## src/sv/rgb_median_filter_3x3_core_defines.svh

```systemverilog
// Assertion macros shared by the median filter modules
`ifndef RGB_MEDIAN_FILTER_3X3_CORE_DEFINES_SVH
`define RGB_MEDIAN_FILTER_3X3_CORE_DEFINES_SVH

// same-cycle implication, clocked on clk, quiet during reset
`define RMF_ASSERT_IMPL(lbl, ante, cons) \
	lbl: assert property (@(posedge clk) disable iff (!arst_n) (ante) |-> (cons)) \
		else $error("rmf: check failed");

// next-cycle implication
`define RMF_ASSERT_NEXT(lbl, ante, cons) \
	lbl: assert property (@(posedge clk) disable iff (!arst_n) (ante) |=> (cons)) \
		else $error("rmf: check failed");

`endif

```

## src/sv/rmf_pkg.sv

```systemverilog
// Types, constants and compare helpers for the 3x3 RGB median filter
package rmf_pkg;

	localparam int MAX_WIDTH_DEF = 2048;
	localparam int CFG_W         = 12;
	localparam int MASK          = 3;
	localparam int WIN_N         = MASK * MASK;

	localparam logic [CFG_W-1:0] IMG_W_RST = 12'd640;
	localparam logic [CFG_W-1:0] IMG_H_RST = 12'd480;

	typedef enum logic {
		REG_WIDTH  = 1'b0,
		REG_HEIGHT = 1'b1
	} reg_idx_t;

	typedef struct packed {
		logic [7:0] r;
		logic [7:0] g;
		logic [7:0] b;
	} pix_t;

	// index = row*3 + column, row 0 is the oldest line
	typedef pix_t [WIN_N-1:0] win_t;

	typedef struct packed {
		win_t win;
		logic border;
		logic last;
	} job_t;

	function automatic logic [7:0] min2(input logic [7:0] a, input logic [7:0] b);
		return (a < b) ? a : b;
	endfunction

	function automatic logic [7:0] max2(input logic [7:0] a, input logic [7:0] b);
		return (a > b) ? a : b;
	endfunction

	function automatic logic [7:0] med3(input logic [7:0] a, input logic [7:0] b,
			input logic [7:0] c);
		return max2(min2(a, b), min2(max2(a, b), c));
	endfunction

	function automatic pix_t px_min3(input pix_t a, input pix_t b, input pix_t c);
		pix_t o;
		o.r = min2(min2(a.r, b.r), c.r);
		o.g = min2(min2(a.g, b.g), c.g);
		o.b = min2(min2(a.b, b.b), c.b);
		return o;
	endfunction

	function automatic pix_t px_max3(input pix_t a, input pix_t b, input pix_t c);
		pix_t o;
		o.r = max2(max2(a.r, b.r), c.r);
		o.g = max2(max2(a.g, b.g), c.g);
		o.b = max2(max2(a.b, b.b), c.b);
		return o;
	endfunction

	function automatic pix_t px_med3(input pix_t a, input pix_t b, input pix_t c);
		pix_t o;
		o.r = med3(a.r, b.r, c.r);
		o.g = med3(a.g, b.g, c.g);
		o.b = med3(a.b, b.b, c.b);
		return o;
	endfunction

endpackage

```

## src/sv/rmf_back.sv

```systemverilog
// Back end: three-stage median network whose last stage is the output register
`include "rgb_median_filter_3x3_core_defines.svh"

module rmf_back (
	input  logic          clk,
	input  logic          arst_n,
	input  logic          job_valid,
	output logic          job_ready,
	input  rmf_pkg::job_t job,
	output logic          out_valid,
	input  logic          out_ready,
	output rmf_pkg::pix_t out_pix,
	output logic          out_last
);
	import rmf_pkg::*;

	logic en;
	logic v_s1, v_s2, v_s3;
	pix_t lo_s1 [MASK];
	pix_t md_s1 [MASK];
	pix_t hi_s1 [MASK];
	pix_t ctr_s1, ctr_s2;
	logic border_s1, border_s2, border_s3;
	logic last_s1, last_s2, last_s3;
	pix_t a_s2, b_s2, c_s2;
	pix_t res_s3;

	assign en        = !v_s3 || out_ready;
	assign job_ready = en;

	always_ff @(posedge clk or negedge arst_n) begin
		if (!arst_n) begin
			v_s1 <= 1'b0;
			v_s2 <= 1'b0;
			v_s3 <= 1'b0;
		end else if (en) begin
			v_s1 <= job_valid;
			v_s2 <= v_s1;
			v_s3 <= v_s2;
		end
	end

	always_ff @(posedge clk) begin
		if (en) begin
			// sort each column
			for (int c = 0; c < MASK; c++) begin
				lo_s1[c] <= px_min3(job.win[c], job.win[MASK + c], job.win[2*MASK + c]);
				md_s1[c] <= px_med3(job.win[c], job.win[MASK + c], job.win[2*MASK + c]);
				hi_s1[c] <= px_max3(job.win[c], job.win[MASK + c], job.win[2*MASK + c]);
			end
			ctr_s1    <= job.win[WIN_N / 2];
			border_s1 <= job.border;
			last_s1   <= job.last;

			a_s2      <= px_max3(lo_s1[0], lo_s1[1], lo_s1[2]);
			b_s2      <= px_med3(md_s1[0], md_s1[1], md_s1[2]);
			c_s2      <= px_min3(hi_s1[0], hi_s1[1], hi_s1[2]);
			ctr_s2    <= ctr_s1;
			border_s2 <= border_s1;
			last_s2   <= last_s1;

			res_s3    <= border_s2 ? ctr_s2 : px_med3(a_s2, b_s2, c_s2);
			border_s3 <= border_s2;
			last_s3   <= last_s2;
		end
	end

	assign out_valid = v_s3;
	assign out_pix   = res_s3;
	assign out_last  = last_s3;

	`RMF_ASSERT_IMPL(a_last_border, v_s3 && last_s3, border_s3)

endmodule
```

## config.mk

```make
export PLATFORM = sky130hd
export DESIGN_NAME = rmf_back
export DESIGN_NICKNAME = d
export VERILOG_FILES = /design/src/sv/rmf_pkg.sv /design/src/sv/rmf_back.sv
export VERILOG_INCLUDE_DIRS = /design/src /design/src/sv
export SDC_FILE = /design/constraint.sdc
export NUM_CORES = 2
export LEC_CHECK = 0
export ABC_AREA = 1
export BUFFER_PORTS_ARGS = -buffer_cell sky130_fd_sc_hd__clkbuf_2
export CORE_MARGIN = 2
export CORE_UTILIZATION = 62
export DETAILED_ROUTE_END_ITERATION = 10
export PLACE_DENSITY_LB_ADDON = 0.15
export SYNTH_ARGS = -nofsm -noshare
export SYNTH_HDL_FRONTEND = slang
export SYNTH_SLANG_ARGS = --single-unit
export TNS_END_PERCENT = 10
```

## constraint.sdc

```tcl
create_clock -name clk -period 12 [get_ports clk]
set_input_delay 1.8 -clock clk [delete_from_list [all_inputs] [get_ports clk]]
set_output_delay 1.8 -clock clk [all_outputs]
set_load 0.005 [all_outputs]
```

==> impl_results.md <==
- Register area share after synthesis: about 34%
- Worst-path clk slew: 0.06 ns
- Max_slew headroom: 22.2%
- Final ANT Viol Nets: 0
- RR Startpoint: md_s1[0][3]
- FF-to-FF End: b_s2[4]
- Status: finished, final reports clean
- I/O pins: 249
- Area grow syn2layout: 9.84%
- Commonest non-fill, non-tap cells in the layout: nand2_1, inv_1, ha_1
- Global-route wire length before repair: 128 mm
- Clock Sinks: ~370
- Worst Path Max Fanout: 17
- Type of the worst setup path: input port to flop
- Core footprint: 0.0513 mm²
- Worst setup path endpoint: md_s1[0][1]
- CTS tree: built
- Grt ovf: 0
- Post-CTS setup buffers: 0
- Die Y: ~230 µm
- Share of the synthesized area in the top cell type: 34.1%
- Hold_buf cts: 0
- Synth warnings: 0
- Final count of pins violating max slew: 0
- Initial cell density of the core: 62.6%
- CP startpoint: job[81]
- Via Count: 28200
- Layout cells sized above 1: 11.0%
- Cell Pwr Density: 319 mW/mm²
- Mapped Cells: 4127
- Row count: 83
- Reg2reg setup slack: 6.76 ns
- DP HPWL: 64.6 mm
- Startpoint types: input port
- Diode count: 0
- Critical path required time: 12.25 ns
- Final hold viol count: 0
- TritonRoute pass-1 iters: 7
- Pre-CTS setup slack: 5.24 ns
- Vias in the first global route: around 26000
- FF-to-FF path depth: 22
- Largest net degree at the start of global routing: 168
- Maxcap violations: 0
- Fin nets: 5092
- CTS buffer count: 40
- Longest Clk Path Bufs: 3
- Cell Area, Synth: around 0.032 mm²
- Net Count, Synth: approximately 4900
- Post-Syn Area per Cell: 7.78 µm²
- Worst hold path type: flop to flop
- Die ar.: 0.0536 mm²
- Clock root buffer: clkbuf_16
- Setup TNS Final: 0 ns
- GPL Wtd Cong: roughly 0.94
- Die width: approximately 230 µm
- Commonest non-fill, non-tap cell in the layout: nand2_1
- I/O Buffers: roughly 250
- Avg Vias per Cell: 5.56
- Worst-margin pin slew: roughly 1.2 ns
- H-tree Lvls: 2
- Top cell type by total area after synthesis: edfxtp_1
- Antenna violations before repair: 0
- Fin crit period: 6.31 ns
- Total GRT Usage: between 20% and 30%
- RSZ-0062 raised after global routing: no
- Clk_lat worst skew: 0.56 ns
- Number of DRC markers in iteration 0: between 2000 and 2500
- Final WS setup: about 5.7 ns
- Worst Skew: between 0.02 and 0.03 ns
- Crit share post-route: 52.6%
- Critical path data arrival time: 6.56 ns
- Yosys reg bits: around 370
- Area contributors post-synth: edfxtp_1, ha_1, nand2_1
- Synth cell types: 41
- Lkg Pwr: 17.6 nW
- Peak VDD IR: 0.293 mV
- CP endpoint kind: flop
- Routed len/inst: 15.8 µm
- Final setup vio count: 0
- FMAX: 159 MHz
- Final WL: 80.0 mm
- CTS resizes: 0
- DRC viols: 0
-- cell usage after synthesis (all sizes together) --
cell type / instances
edfxtp: 365
clkbuf: 30
inv: 568
o31ai: 12
nand2: 1202
dfrtp: 3
nand3: 236
buf: 44
ha: 507
and2: 27
a21oi: 291
nand4: 7
o21a: 22
o21ai: 510
a21o: 3
o31a: 3
nor3: 3
o221ai: 10
nor4: 9
or2: 3
a211oi: 33
nor2: 230
o211ai: 5
mux2: 1
a32oi: 3
-- critical path, cell delays in order --
cell and delay [ns]:
clkbuf_2 0.10, inv_1 0.04, ha_1 0.28, nand2_1 0.07, nor2_1 0.16, nand3_1 0.10, o21ai_2 0.52, o21ai_0 0.31
ha_1 0.36, inv_1 0.04, nor2_1 0.08, nor2_1 0.05, o21a_1 0.17, o221ai_2 0.52, o21ai_0 0.29, ha_1 0.36
nand2_1 0.07, o21ai_0 0.19, nand2_1 0.07, a21oi_1 0.72, o21ai_0 0.26
-- worst min-delay path by stage --
| stage | startpoint | endpoint | slack (ns) | depth (start not counted) |
|---|---|---|---|---|
| global placement | ctr_s1[17] | ctr_s2[17] | 0.40 | 0 |
| floorplan | border_s1 | border_s2 | 0.40 | 0 |
| detailed placement | ctr_s1[11] | ctr_s2[11] | 0.40 | 0 |
| CTS | ctr_s1[20] | ctr_s2[20] | 0.40 | 0 |
| global route | ctr_s1[22] | ctr_s2[22] | 0.42 | 0 |
| finish | ctr_s1[22] | ctr_s2[22] | 0.41 | 0 |
-- kinds of logic after synthesis --
kind of cell / after synthesis / share of synthesized area, %
and+or+nand+nor: 1717 / 22.3
AOI/OAI and AO/OA: 892 / 15.8
buffers and inverters: 642 / 7.78
adders and majority gates: 507 / 19.8
DFF: 368 / 34.4
muxes: 1 / 0.0351
-- cell type report --
type / count / area (µm²)
multi-input cells: 3117 / 18600
fillers: 4340 / 16000
flip-flops and latches: 368 / 11000
inverters: 568 / 2130
repair buffers: 268 / 1400
clock buffers: 47 / 1050
well taps: 680 / 851
clock inverters: 24 / 213
-- flip-flops by register name, indices dropped and copies added, names as in the netlist --
register and flops:
c_s2 24, last_s1 1, a_s2 24, border_s2 1
hi_s1 72, ctr_s2 24, b_s2 24, out_pix 24
md_s1 72, v_s2 1, ctr_s1 24, lo_s1 72
v_s1 1, last_s2 1, out_last 1, border_s1 1
out_valid 1
-- metrics by stage --
stage	hold slack, ns	total power [mW]	utilization [%]	cell area [µm²]	cells
final	0.412	11.2	68.7	35300	5072
after global placement	0.402	9.75	66.3	34000	5001
after floorplan	0.400	8.27	-	32100	4127
after global routing	0.416	12.5	68.7	35300	5072
after detailed placement	0.405	9.96	66.3	34000	5001
after CTS	0.402	11.2	68.7	35300	5072
-- metal layers --
layer | GRT usage [%] | wire [µm]
met5 | 0 | 0
met4 | 10.5 | 2700
met3 | 3.30 | 5040
met1 | 40.3 | 35500
met2 | 49.4 | 36800
-- where the power goes --
part | internal, mW | switching [mW] | total, mW
logic | 2.62 | 4.81 | 7.43
registers | 2.26 | 0.339 | 2.60
clock network | 0.692 | 0.510 | 1.20
total | 5.57 | 5.66 | 11.2
Power figures use the tool's default switching activity.
