$ cat src/sv/rgb_median_filter_3x3_core_defines.svh
// Assertion macros shared by the median filter modules
`ifndef RGB_MEDIAN_FILTER_3X3_CORE_DEFINES_SVH
`define RGB_MEDIAN_FILTER_3X3_CORE_DEFINES_SVH

// same-cycle implication, clocked on clk, quiet during reset
`define RMF_ASSERT_IMPL(lbl, ante, cons) \
	lbl: assert property (@(posedge clk) disable iff (!arst_n) (ante) |-> (cons)) \
		else $error("rmf: check failed");

// next-cycle implication
`define RMF_ASSERT_NEXT(lbl, ante, cons) \
	lbl: assert property (@(posedge clk) disable iff (!arst_n) (ante) |=> (cons)) \
		else $error("rmf: check failed");

`endif

$ cat src/sv/rmf_pkg.sv
// Types, constants and compare helpers for the 3x3 RGB median filter
package rmf_pkg;

	localparam int MAX_WIDTH_DEF = 2048;
	localparam int CFG_W         = 12;
	localparam int MASK          = 3;
	localparam int WIN_N         = MASK * MASK;

	localparam logic [CFG_W-1:0] IMG_W_RST = 12'd640;
	localparam logic [CFG_W-1:0] IMG_H_RST = 12'd480;

	typedef enum logic {
		REG_WIDTH  = 1'b0,
		REG_HEIGHT = 1'b1
	} reg_idx_t;

	typedef struct packed {
		logic [7:0] r;
		logic [7:0] g;
		logic [7:0] b;
	} pix_t;

	// index = row*3 + column, row 0 is the oldest line
	typedef pix_t [WIN_N-1:0] win_t;

	typedef struct packed {
		win_t win;
		logic border;
		logic last;
	} job_t;

	function automatic logic [7:0] min2(input logic [7:0] a, input logic [7:0] b);
		return (a < b) ? a : b;
	endfunction

	function automatic logic [7:0] max2(input logic [7:0] a, input logic [7:0] b);
		return (a > b) ? a : b;
	endfunction

	function automatic logic [7:0] med3(input logic [7:0] a, input logic [7:0] b,
			input logic [7:0] c);
		return max2(min2(a, b), min2(max2(a, b), c));
	endfunction

	function automatic pix_t px_min3(input pix_t a, input pix_t b, input pix_t c);
		pix_t o;
		o.r = min2(min2(a.r, b.r), c.r);
		o.g = min2(min2(a.g, b.g), c.g);
		o.b = min2(min2(a.b, b.b), c.b);
		return o;
	endfunction

	function automatic pix_t px_max3(input pix_t a, input pix_t b, input pix_t c);
		pix_t o;
		o.r = max2(max2(a.r, b.r), c.r);
		o.g = max2(max2(a.g, b.g), c.g);
		o.b = max2(max2(a.b, b.b), c.b);
		return o;
	endfunction

	function automatic pix_t px_med3(input pix_t a, input pix_t b, input pix_t c);
		pix_t o;
		o.r = med3(a.r, b.r, c.r);
		o.g = med3(a.g, b.g, c.g);
		o.b = med3(a.b, b.b, c.b);
		return o;
	endfunction

endpackage

$ cat src/sv/rmf_queue.sv
// Two-entry queue of window requests between front and back
`include "rgb_median_filter_3x3_core_defines.svh"

module rmf_queue (
	input  logic          clk,
	input  logic          arst_n,
	input  logic          push_valid,
	output logic          push_ready,
	input  rmf_pkg::job_t push_data,
	output logic          pop_valid,
	input  logic          pop_ready,
	output rmf_pkg::job_t pop_data
);
	import rmf_pkg::*;

	job_t       mem_q [2];
	logic       wr_ptr_q, rd_ptr_q;
	logic [1:0] cnt_q;
	logic       push, pop;

	assign push_ready = cnt_q != 2'd2;
	assign pop_valid  = cnt_q != 2'd0;
	assign push       = push_valid && push_ready;
	assign pop        = pop_valid && pop_ready;
	assign pop_data   = mem_q[rd_ptr_q];

	always_ff @(posedge clk) begin
		if (push) begin
			mem_q[wr_ptr_q] <= push_data;
		end
	end

	always_ff @(posedge clk or negedge arst_n) begin
		if (!arst_n) begin
			wr_ptr_q <= 1'b0;
			rd_ptr_q <= 1'b0;
			cnt_q    <= 2'd0;
		end else begin
			if (push) begin
				wr_ptr_q <= !wr_ptr_q;
			end
			if (pop) begin
				rd_ptr_q <= !rd_ptr_q;
			end
			case ({push, pop})
				2'b10:   cnt_q <= cnt_q + 2'd1;
				2'b01:   cnt_q <= cnt_q - 2'd1;
				default: cnt_q <= cnt_q;
			endcase
		end
	end

	`RMF_ASSERT_NEXT(a_cnt_pop, pop && !push, cnt_q == $past(cnt_q) - 2'd1)

endmodule

$ cat config.mk
export PLATFORM = sky130hd
export DESIGN_NAME = rmf_queue
export DESIGN_NICKNAME = d
export VERILOG_FILES = /design/src/sv/rmf_pkg.sv /design/src/sv/rmf_queue.sv
export VERILOG_INCLUDE_DIRS = /design/src /design/src/sv
export SDC_FILE = /design/constraint.sdc
export NUM_CORES = 1
export LEC_CHECK = 0
export ABC_AREA = 0
export BUFFER_PORTS_ARGS = -buffer_cell sky130_fd_sc_hd__buf_2
export CORE_ASPECT_RATIO = 1.2
export CORE_MARGIN = 4
export CORE_UTILIZATION = 45
export DETAILED_ROUTE_END_ITERATION = 10
export PLACE_DENSITY = 0.7
export SYNTH_ARGS = -nofsm -noshare
export SYNTH_HDL_FRONTEND = slang
export SYNTH_SLANG_ARGS = --single-unit
$ cat constraint.sdc
create_clock -name clk -period 14.4 [get_ports clk]
set_clock_uncertainty 0.05 [all_clocks]
set_input_delay 0 -clock clk [delete_from_list [all_inputs] [get_ports clk]]
set_output_delay 0 -clock clk [all_outputs]
set_load 0.01 [all_outputs]
==> flow_summary.json, run 1 <==
{
  "initial_core_util": 0.4573,
  "ios": 442,
  "place_inst": 1582,
  "numCtsBuffers": 43,
  "die_y_um": 214.6,
  "via_count": 9136,
  "p_total_uw": 4110,
  "fin_area_um2": 22160,
  "track_usage": 0.1819,
  "root_buffer": "clkbuf_16",
  "dieArea_um2": 38660,
  "utilization": 0.6330,
  "worstPathArrival_ps": 3350,
  "drc": 0,
  "clockBufferDepth": 3,
  "synthDistinctLibCells": 14,
  "avgSynthCellArea_um2": 23.03,
  "htree_levels": 2,
  "comb_power_share": 0.299,
  "cts_sinks": 440,
  "firstDrtPassIters": 5,
  "rows": 75,
  "tightest_slew_ps": 1039,
  "relSlewSlack": 0.3073,
  "min_period_over_period": 0.2364,
  "synth-seq-cells": 440,
  "syn_inst": 695,
  "p_per_area_nw_per_um2": 185.5,
  "postRouteAntennaNets": 0,
  "via_per_inst": 4.844,
  "gp_congestion": 0.7865,
  "area_growth_pct": 38.42,
  "power_frac_seq": 0.445,
  "dp_hpwl_mm": 22.02,
  "nets": 1610,
  "slew_viol_final": 0,
  "min_period_ps": 3404,
  "rsz0062_at_grt": "no",
  "die_x_um": 180.2,
  "cp-start-kind": "register",
  "end_kind": "output pin",
  "antenna_found_initial": 6,
  "critPathKind": "reg2out",
  "syn-num-nets": 918,
  "place.port_buffers": 441,
  "cts_tree": "yes",
  "ir_drop_uv": 122.5,
  "cp.required_ps": 14350,
  "drive_gt1_frac": 0.5113,
  "wl_mm": 36.09,
  "core_um2": 35000,
  "finalNonFillerCells": 1886,
  "insertion_delay_ps": 520,
  "grt_pass1_wl_mm": 56.09,
  "max_freq_ghz": 0.2938,
  "wire_per_inst_um": 19.14,
  "run_status": "complete, no violations",
  "p_int_uw": 2915,
  "setup_viol": 0,
  "worst_hold_path_type": "in2reg",
  "finalSetupTns_ps": 0,
  "grt_max_degree": 76,
  "power_frac_clock": 0.256,
  "yosysWarnings": 0,
  "synth_seq_area_share": 0.8242,
  "grt_pass1_vias": 10250,
  "clkSlewWorstSetupHoldPaths_ps": 60,
  "fillers": 2405,
  "drv_cap": 0,
  "p_leak_uw": 0.008328,
  "power.switching_uw": 1195,
  "place_area_um2": 18600,
  "overflow": 0,
  "mappedNetlistArea_um2": 16010,
  "crit_fanout": 62,
  "hold_viol": 0,
  "drtIter0Drc": 463,
  "p_sw_frac": 0.2908
}
[logic make-up after synthesis]
group	synth area share
simple gates	0.002268
flops	0.8242
fa+ha+maj	0.0007816
buf+inv	0.01665
xor+xnor	0.002736
mux	0.1534
[per-stage QoR]
stage	setup slack, ps	hold slack [ps]
2_1_floorplan	3809	-345.6
3_3_place_gp	11410	-238.1
3_5_place_dp	11400	-235.3
4_1_cts	10940	105.7
5_1_grt	10830	124.7
6_report	11000	144.3
[power by group through the flow]
stage               logic [uW]  registers [uW]  clock network (uW)
floorplan                  791            1910                   0
global placement          1180            1840                   0
global route              1310            1860                1130
CTS                       1240            1830                1070
finish                    1230            1830                1050
detailed placement        1180            1860                   0
[routing by layer]
metal	global-route usage	up-vias	routed length, um
met5	0	-	0
met1	0.2010	4474	12750
met2	0.3284	405	19170
li1	-	4174	-
met4	0.07035	0	1284
met3	0.05531	83	2891
[area by class of cell]
cell class              count  area, um^2  area share
clock buffers              58        1175     0.05303
repair buffers            671        4489      0.2026
well taps                 462       578.1     0.02609
flip-flops and latches    440       13200      0.5956
diodes                      6       15.01   0.0006777
clock inverters            18       142.6    0.006438
multi-input cells         231        2560      0.1155
[worst paths after layout]
check | startpoint | to | slack (ps) | cells after the start
min | push_data[166] | mem_q[1][166]$_DFFE_PP_ | 140 | 2
max | rd_ptr_q$_DFFE_PN0P_ | pop_data[60] | 11000 | 4
max in group asynchronous | arst_n | rd_ptr_q$_DFFE_PN0P_ | 13760 | 3
max reg2reg | cnt_q[0]$_DFFE_PN0P_ | mem_q[0][148]$_DFFE_PP_ | 11420 | 5
min reg2reg | cnt_q[1]$_DFFE_PN0P_ | cnt_q[1]$_DFFE_PN0P_ | 460 | 1
min in group asynchronous | arst_n | cnt_q[0]$_DFFE_PN0P_ | 340 | 3
[cells in the final DEF, fill, tap and decap left out]
cell type / instances
and3_4: 1
edfxtp_1: 436
nor2_1: 1
nand2b_1: 1
nand2_1: 1
buf_4: 8
clkbuf_1: 13
clkinv_2: 4
ha_1: 1
buf_2: 441
diode_2: 6
inv_6: 1
or2_1: 1
clkinv_4: 1
bufinv_16: 2
nor2_4: 1
xnor2_1: 3
clkbuf_16: 45
dlygate4sd3_1: 222
dfrtp_1: 3
mux2_2: 218
dfrtp_4: 1
and2_1: 1
clkinv_1: 8
xor2_1: 2
clkinvlp_4: 2
[state kept, by name, indices dropped and copies added (netlist names)]
register	cells
rd_ptr_q	1
wr_ptr_q	1
mem_q	436
cnt_q	2
[synth_stat cells]
library cell / count / area share
buf_6: 23 / 0.016
ha_1: 1 / 0.00078
edfxtp_1: 436 / 0.82
xor2_1: 2 / 0.0011
and2_1: 1 / 0.00039
nand2_1: 1 / 0.00023
buf_4: 1 / 0.00047
dfrtp_1: 4 / 0.0063
mux2_2: 218 / 0.15
xnor2_1: 3 / 0.0016
nor2_1: 2 / 0.00047
nand2b_1: 1 / 0.00039
or2_1: 1 / 0.00039
and3_1: 1 / 0.00039
[timing repair]
action,CTS,global route
resized for setup,0,0
setup buffers,0,0
hold buffers,222,0
hold endpoints to repair,443,0
[worst max-delay path, cell delays in order, from the launching register on]
cell and delay [ps]:
dfrtp_4 670, buf_4 720, buf_4 780, mux2_2 430, buf_2 140
Power figures use the tool's default switching activity.
==> inputs of run 2 (changes only) <==
Settings changed: PLACE_DENSITY 0.7 to 0.73.
Clock period 14.4 ns to 3 ns, I/O delays scaled along.
==> run 2 against run 1 <==
Against the previous run: register-to-register slack got worse by 10000 ps; first-iteration DRC count fell by 9.9%; worst hold slack worse by 7.7 ps; critical path depth fell by 1.
==> flow_summary.json, run 2 (synthesized netlist as in run 1, its figures left out) <==
{
  "drv_cap": 0,
  "overflow": 0,
  "wl_mm": 37.36,
  "crit_fanout": 63,
  "reg_top3": "mem_q: 436 flops, cnt_q: 2 flops",
  "grt_max_degree": 78,
  "ios": 442,
  "nets": 1622,
  "hold_viol": 0,
  "critPathKind": "reg2out",
  "final_common_cell": "buf_2",
  "crit_family": "flip-flops",
  "largest_register_ffs": 436,
  "run_status": "complete, no violations",
  "worst_hold_path_type": "in2reg",
  "gp_congestion": 0.7789,
  "wl_met2_mm": 20.10,
  "core_um2": 35000,
  "tightest_slew_ps": 566.4,
  "wire_per_inst_um": 19.68,
  "cp_cell_sequence": "buf_12 -> mux2_2 -> buf_2",
  "drc": 0,
  "numCtsBuffers": 42,
  "clkSlewWorstSetupHoldPaths_ps": 60,
  "finalWorstSetupSlack_ps": 627.6,
  "die_y_um": 214.6,
  "cp.required_ps": 2950,
  "cts_setup_buffers": 0,
  "finalNonFillerCells": 1898,
  "max_freq_ghz": 0.4215,
  "cts_tree": "yes",
  "insertion_delay_ps": 530,
  "rsz0062_at_grt": "no",
  "clockBufferDepth": 3,
  "cts.repair.resized": 0,
  "dieArea_um2": 38660,
  "layout_common_cells": "buf_2, edfxtp_1, dlygate4sd3_1",
  "slowest_stage": "dfrtp_4",
  "grt_pass1_wl_mm": 57.40,
  "fin_area_um2": 22400,
  "drtIter0Drc": 417,
  "r2r_slack_ps": 1030,
  "worstPathArrival_ps": 2320,
  "htree_levels": 2,
  "firstDrtPassIters": 4,
  "relSlewSlack": 0.6224,
  "via_count": 9227,
  "end_kind": "output pin",
  "cts_sinks": 440,
  "postRouteAntennaNets": 0,
  "min_period_ps": 2372,
  "finalSetupTns_ps": 0,
  "max_stage_delay_ps": 800,
  "area_growth_pct": 39.95,
  "initial_core_util": 0.4573,
  "cp-start-kind": "register",
  "cts_hold_buf": 222,
  "grt_pass1_vias": 10270,
  "p_leak_uw": 0.008459,
  "setup_viol": 0,
  "place_ws_ps": 997.6,
  "routed.top_layer": "met4",
  "min_period_over_period": 0.7908,
  "drive_gt1_frac": 0.5213,
  "place_inst": 1595,
  "place.port_buffers": 441,
  "holdWs_ps": 136.7,
  "via_per_inst": 4.861,
  "slew_viol_final": 0,
  "die_x_um": 180.2,
  "root_buffer": "clkbuf_16",
  "track_usage": 0.1891,
  "antenna_found_initial": 3,
  "rows": 75,
  "ir_drop_uv": 566.0,
  "wl_met1_mm": 12.99,
  "p_per_area_nw_per_um2": 897.8,
  "dp_hpwl_mm": 23.20,
  "regMostFlops": "mem_q",
  "wl_met3_mm": 2.576,
  "path_buf_inv": 2,
  "place_area_um2": 18810
}
## run 2: cell type report
type / instances / area (um^2)
Clock inverter: 25 / 201.4
Clock buffer: 53 / 1156
Timing Repair Buffer: 684 / 4687
Fill cell: 2367 / 12600
Multi-Input combinational cell: 231 / 2575
Antenna cell: 3 / 7.507
Tap cell: 462 / 578.1
Sequential cell: 440 / 13200
## run 2: where the power goes
part | leakage (uW) | internal (uW) | switching [uW]
sequential | 0.00410 | 8390 | 404
clock | 0.000663 | 2990 | 2150
combinational | 0.00370 | 2840 | 3340
## run 2: final timing paths
| check | start | endpoint | depth (start not counted) |
|---|---|---|---|
| worst max-delay path | rd_ptr_q$_DFFE_PN0P_ | pop_data[184] | 3 |
| worst min-delay path | push_data[89] | mem_q[1][89]$_DFFE_PP_ | 2 |
| worst max register to register | cnt_q[0]$_DFFE_PN0P_ | mem_q[0][207]$_DFFE_PP_ | 5 |
| worst min register to register | cnt_q[0]$_DFFE_PN0P_ | cnt_q[0]$_DFFE_PN0P_ | 1 |
| max in group asynchronous | arst_n | rd_ptr_q$_DFFE_PN0P_ | 3 |
| min in group asynchronous | arst_n | rd_ptr_q$_DFFE_PN0P_ | 3 |
## run 2: routing by layer
layer | vias to the layer above | GRT usage
li1 | 4189 | -
met1 | 4571 | 0.2015
met2 | 368 | 0.3475
met3 | 99 | 0.05141
met4 | 0 | 0.08674
met5 | - | 0
## run 2: metrics by stage
stage	power [uW]	util
6_report	20110	0.6400
2_1_floorplan	12690	-
3_3_place_gp	14730	0.5375
3_5_place_dp	14850	0.5375
4_1_cts	20280	0.6398
5_1_grt	21070	0.6400
==> inputs of run 3 (changes only) <==
Settings changed: PLACE_DENSITY 0.73 to 0.7.
Clock period 3 ns to 2.22 ns, I/O delays scaled along.
==> run 3 against run 2 <==
Against the previous run: cell area increased by 0.70%; combinational power is 41% higher; worst hold slack worse by 4.0 ps; final cell count is 0.37% higher; clock-buffer cell count down 3.
==> flow_summary.json, run 3 (synthesized netlist as in run 1, its figures left out) <==
{
  "worstRegToRegCells": 4,
  "worstPathArrival_ps": 1990,
  "fillers": 2320,
  "via_per_inst": 4.835,
  "relSlewSlack": 0.6200,
  "p_per_area_nw_per_um2": 1223,
  "min_period_ps": 2042,
  "track_usage": 0.1890,
  "setup_viol": 0,
  "grt_pass1_wl_mm": 57.77,
  "hold_start": "push_data[19]",
  "ios": 442,
  "gp_congestion": 0.7972,
  "wire_per_inst_um": 19.67,
  "cp.required_ps": 2170,
  "tightest_slew_ps": 570.0,
  "antenna_found_initial": 3,
  "finalWorstSetupSlack_ps": 177.8,
  "largest_register_ffs": 436,
  "place_ws_ps": 452.4,
  "run_status": "complete, no violations",
  "core_um2": 35000,
  "drc": 0,
  "layout_common_cells": "buf_2, edfxtp_1, dlygate4sd3_1",
  "r2r_slack_ps": 460,
  "postRouteAntennaNets": 0,
  "reg2reg_to": "mem_q[1][7]$_DFFE_PP_",
  "min_to": "mem_q[1][19]$_DFFE_PP_",
  "drive_gt1_frac": 0.5243,
  "critPathKind": "reg2out",
  "finalNonFillerCells": 1905,
  "hold_depth": 2,
  "cp-start-kind": "register",
  "cts.repair.resized": 0,
  "die_y_um": 214.6,
  "nets": 1631,
  "finalSetupTns_ps": 0,
  "numCtsBuffers": 41,
  "clkSlewWorstSetupHoldPaths_ps": 60,
  "via_count": 9211,
  "multiInputGateArea_um2": 2575,
  "place.port_buffers": 441,
  "grt_pass1_vias": 10330,
  "firstDrtPassIters": 4,
  "drv_cap": 0,
  "place_inst": 1604,
  "cts_sinks": 440,
  "end_kind": "output pin",
  "final_common_cell": "buf_2",
  "dieArea_um2": 38660,
  "dp_hpwl_mm": 23.10,
  "area_growth_pct": 40.93,
  "clockBufferDepth": 3,
  "worst_hold_path_type": "in2reg",
  "htree_levels": 2,
  "cts_tree": "yes",
  "rows": 75,
  "initial_core_util": 0.4573,
  "wl_mm": 37.47,
  "drtIter0Drc": 587,
  "r2r-start": "cnt_q[0]$_DFFE_PN0P_",
  "ir_drop_uv": 905.5,
  "die_x_um": 180.2,
  "grt_max_degree": 95,
  "root_buffer": "clkbuf_16",
  "regMostFlops": "mem_q",
  "max_freq_ghz": 0.4897,
  "insertion_delay_ps": 530,
  "seqCellArea_um2": 13200,
  "crit_fanout": 25,
  "min_period_over_period": 0.9199,
  "slew_viol_final": 0,
  "overflow": 0,
  "hold_viol": 0,
  "reg_top3": "mem_q: 436 flops, cnt_q: 2 flops",
  "p_leak_uw": 0.008539,
  "rsz0062_at_grt": "no"
}
## run 3: cell count changes in the layout (fill, tap and decap cells not counted), sizes merged
cell      previous run  this run
inv                  0         1
buf                462       472
clkbuf              53        50
bufinv               3         6
clkinvlp             3         2
clkinv              19        16
## run 3: worst max path at each step
stage	endpoint	slack, ps	cells past startpoint	from
after floorplan	mem_q[0][0]$_DFFE_PP_	-2090	3	cnt_q[0]$_DFFE_PN0P_
after global placement	mem_q[1][78]$_DFFE_PP_	470	4	cnt_q[0]$_DFFE_PN0P_
after detailed placement	mem_q[1][75]$_DFFE_PP_	450	4	cnt_q[0]$_DFFE_PN0P_
after CTS	pop_data[162]	20	4	rd_ptr_q$_DFFE_PN0P_
after global routing	pop_data[60]	100	4	rd_ptr_q$_DFFE_PN0P_
final	pop_data[60]	180	4	rd_ptr_q$_DFFE_PN0P_
## run 3: final cells by class
cell class              count  share of cell area
diodes                      3           0.0003328
clock buffers              50             0.04887
clock inverters            25             0.01215
multi-input cells         231              0.1141
flip-flops and latches    440              0.5850
well taps                 462             0.02563
repair buffers            694              0.2139
## run 3: critical path, cell delays in order, from the launching register on
cell and delay (ps):
dfrtp_4 480, buf_12 230, buf_12 200, mux2_2 380, buf_2 150
## run 3: what timing repair did
| item | CTS | global route |
|---|---|---|
| setup buffers | 0 | 1 |
| hold buffers | 222 | 0 |
| endpoints found under the hold margin | 443 | 0 |
| setup endpoints to repair | 0 | 13 |
## run 3: per-stage QoR
step	area [um^2]	utilization	hold slack, ps	power, uW
2_1_floorplan	16030	-	-345.6	17150
3_3_place_gp	18940	0.5412	-235.9	20180
3_5_place_dp	18940	0.5412	-232.2	20300
4_1_cts	22540	0.6440	106.7	27760
5_1_grt	22560	0.6445	109.0	28890
6_report	22560	0.6445	132.7	27580
## run 3: layer usage
layer | track usage | part of all wire
met2 | 0.3439 | 0.54
met5 | 0 | 0
met1 | 0.2108 | 0.35
met3 | 0.05175 | 0.075
met4 | 0.07262 | 0.034
## run 3: power breakdown
part | internal, uW | switching, uW | total (uW)
logic | 4060 | 4640 | 8700
registers | 11300 | 430 | 11800
clock network | 4240 | 2870 | 7110
total | 19600 | 7940 | 27600
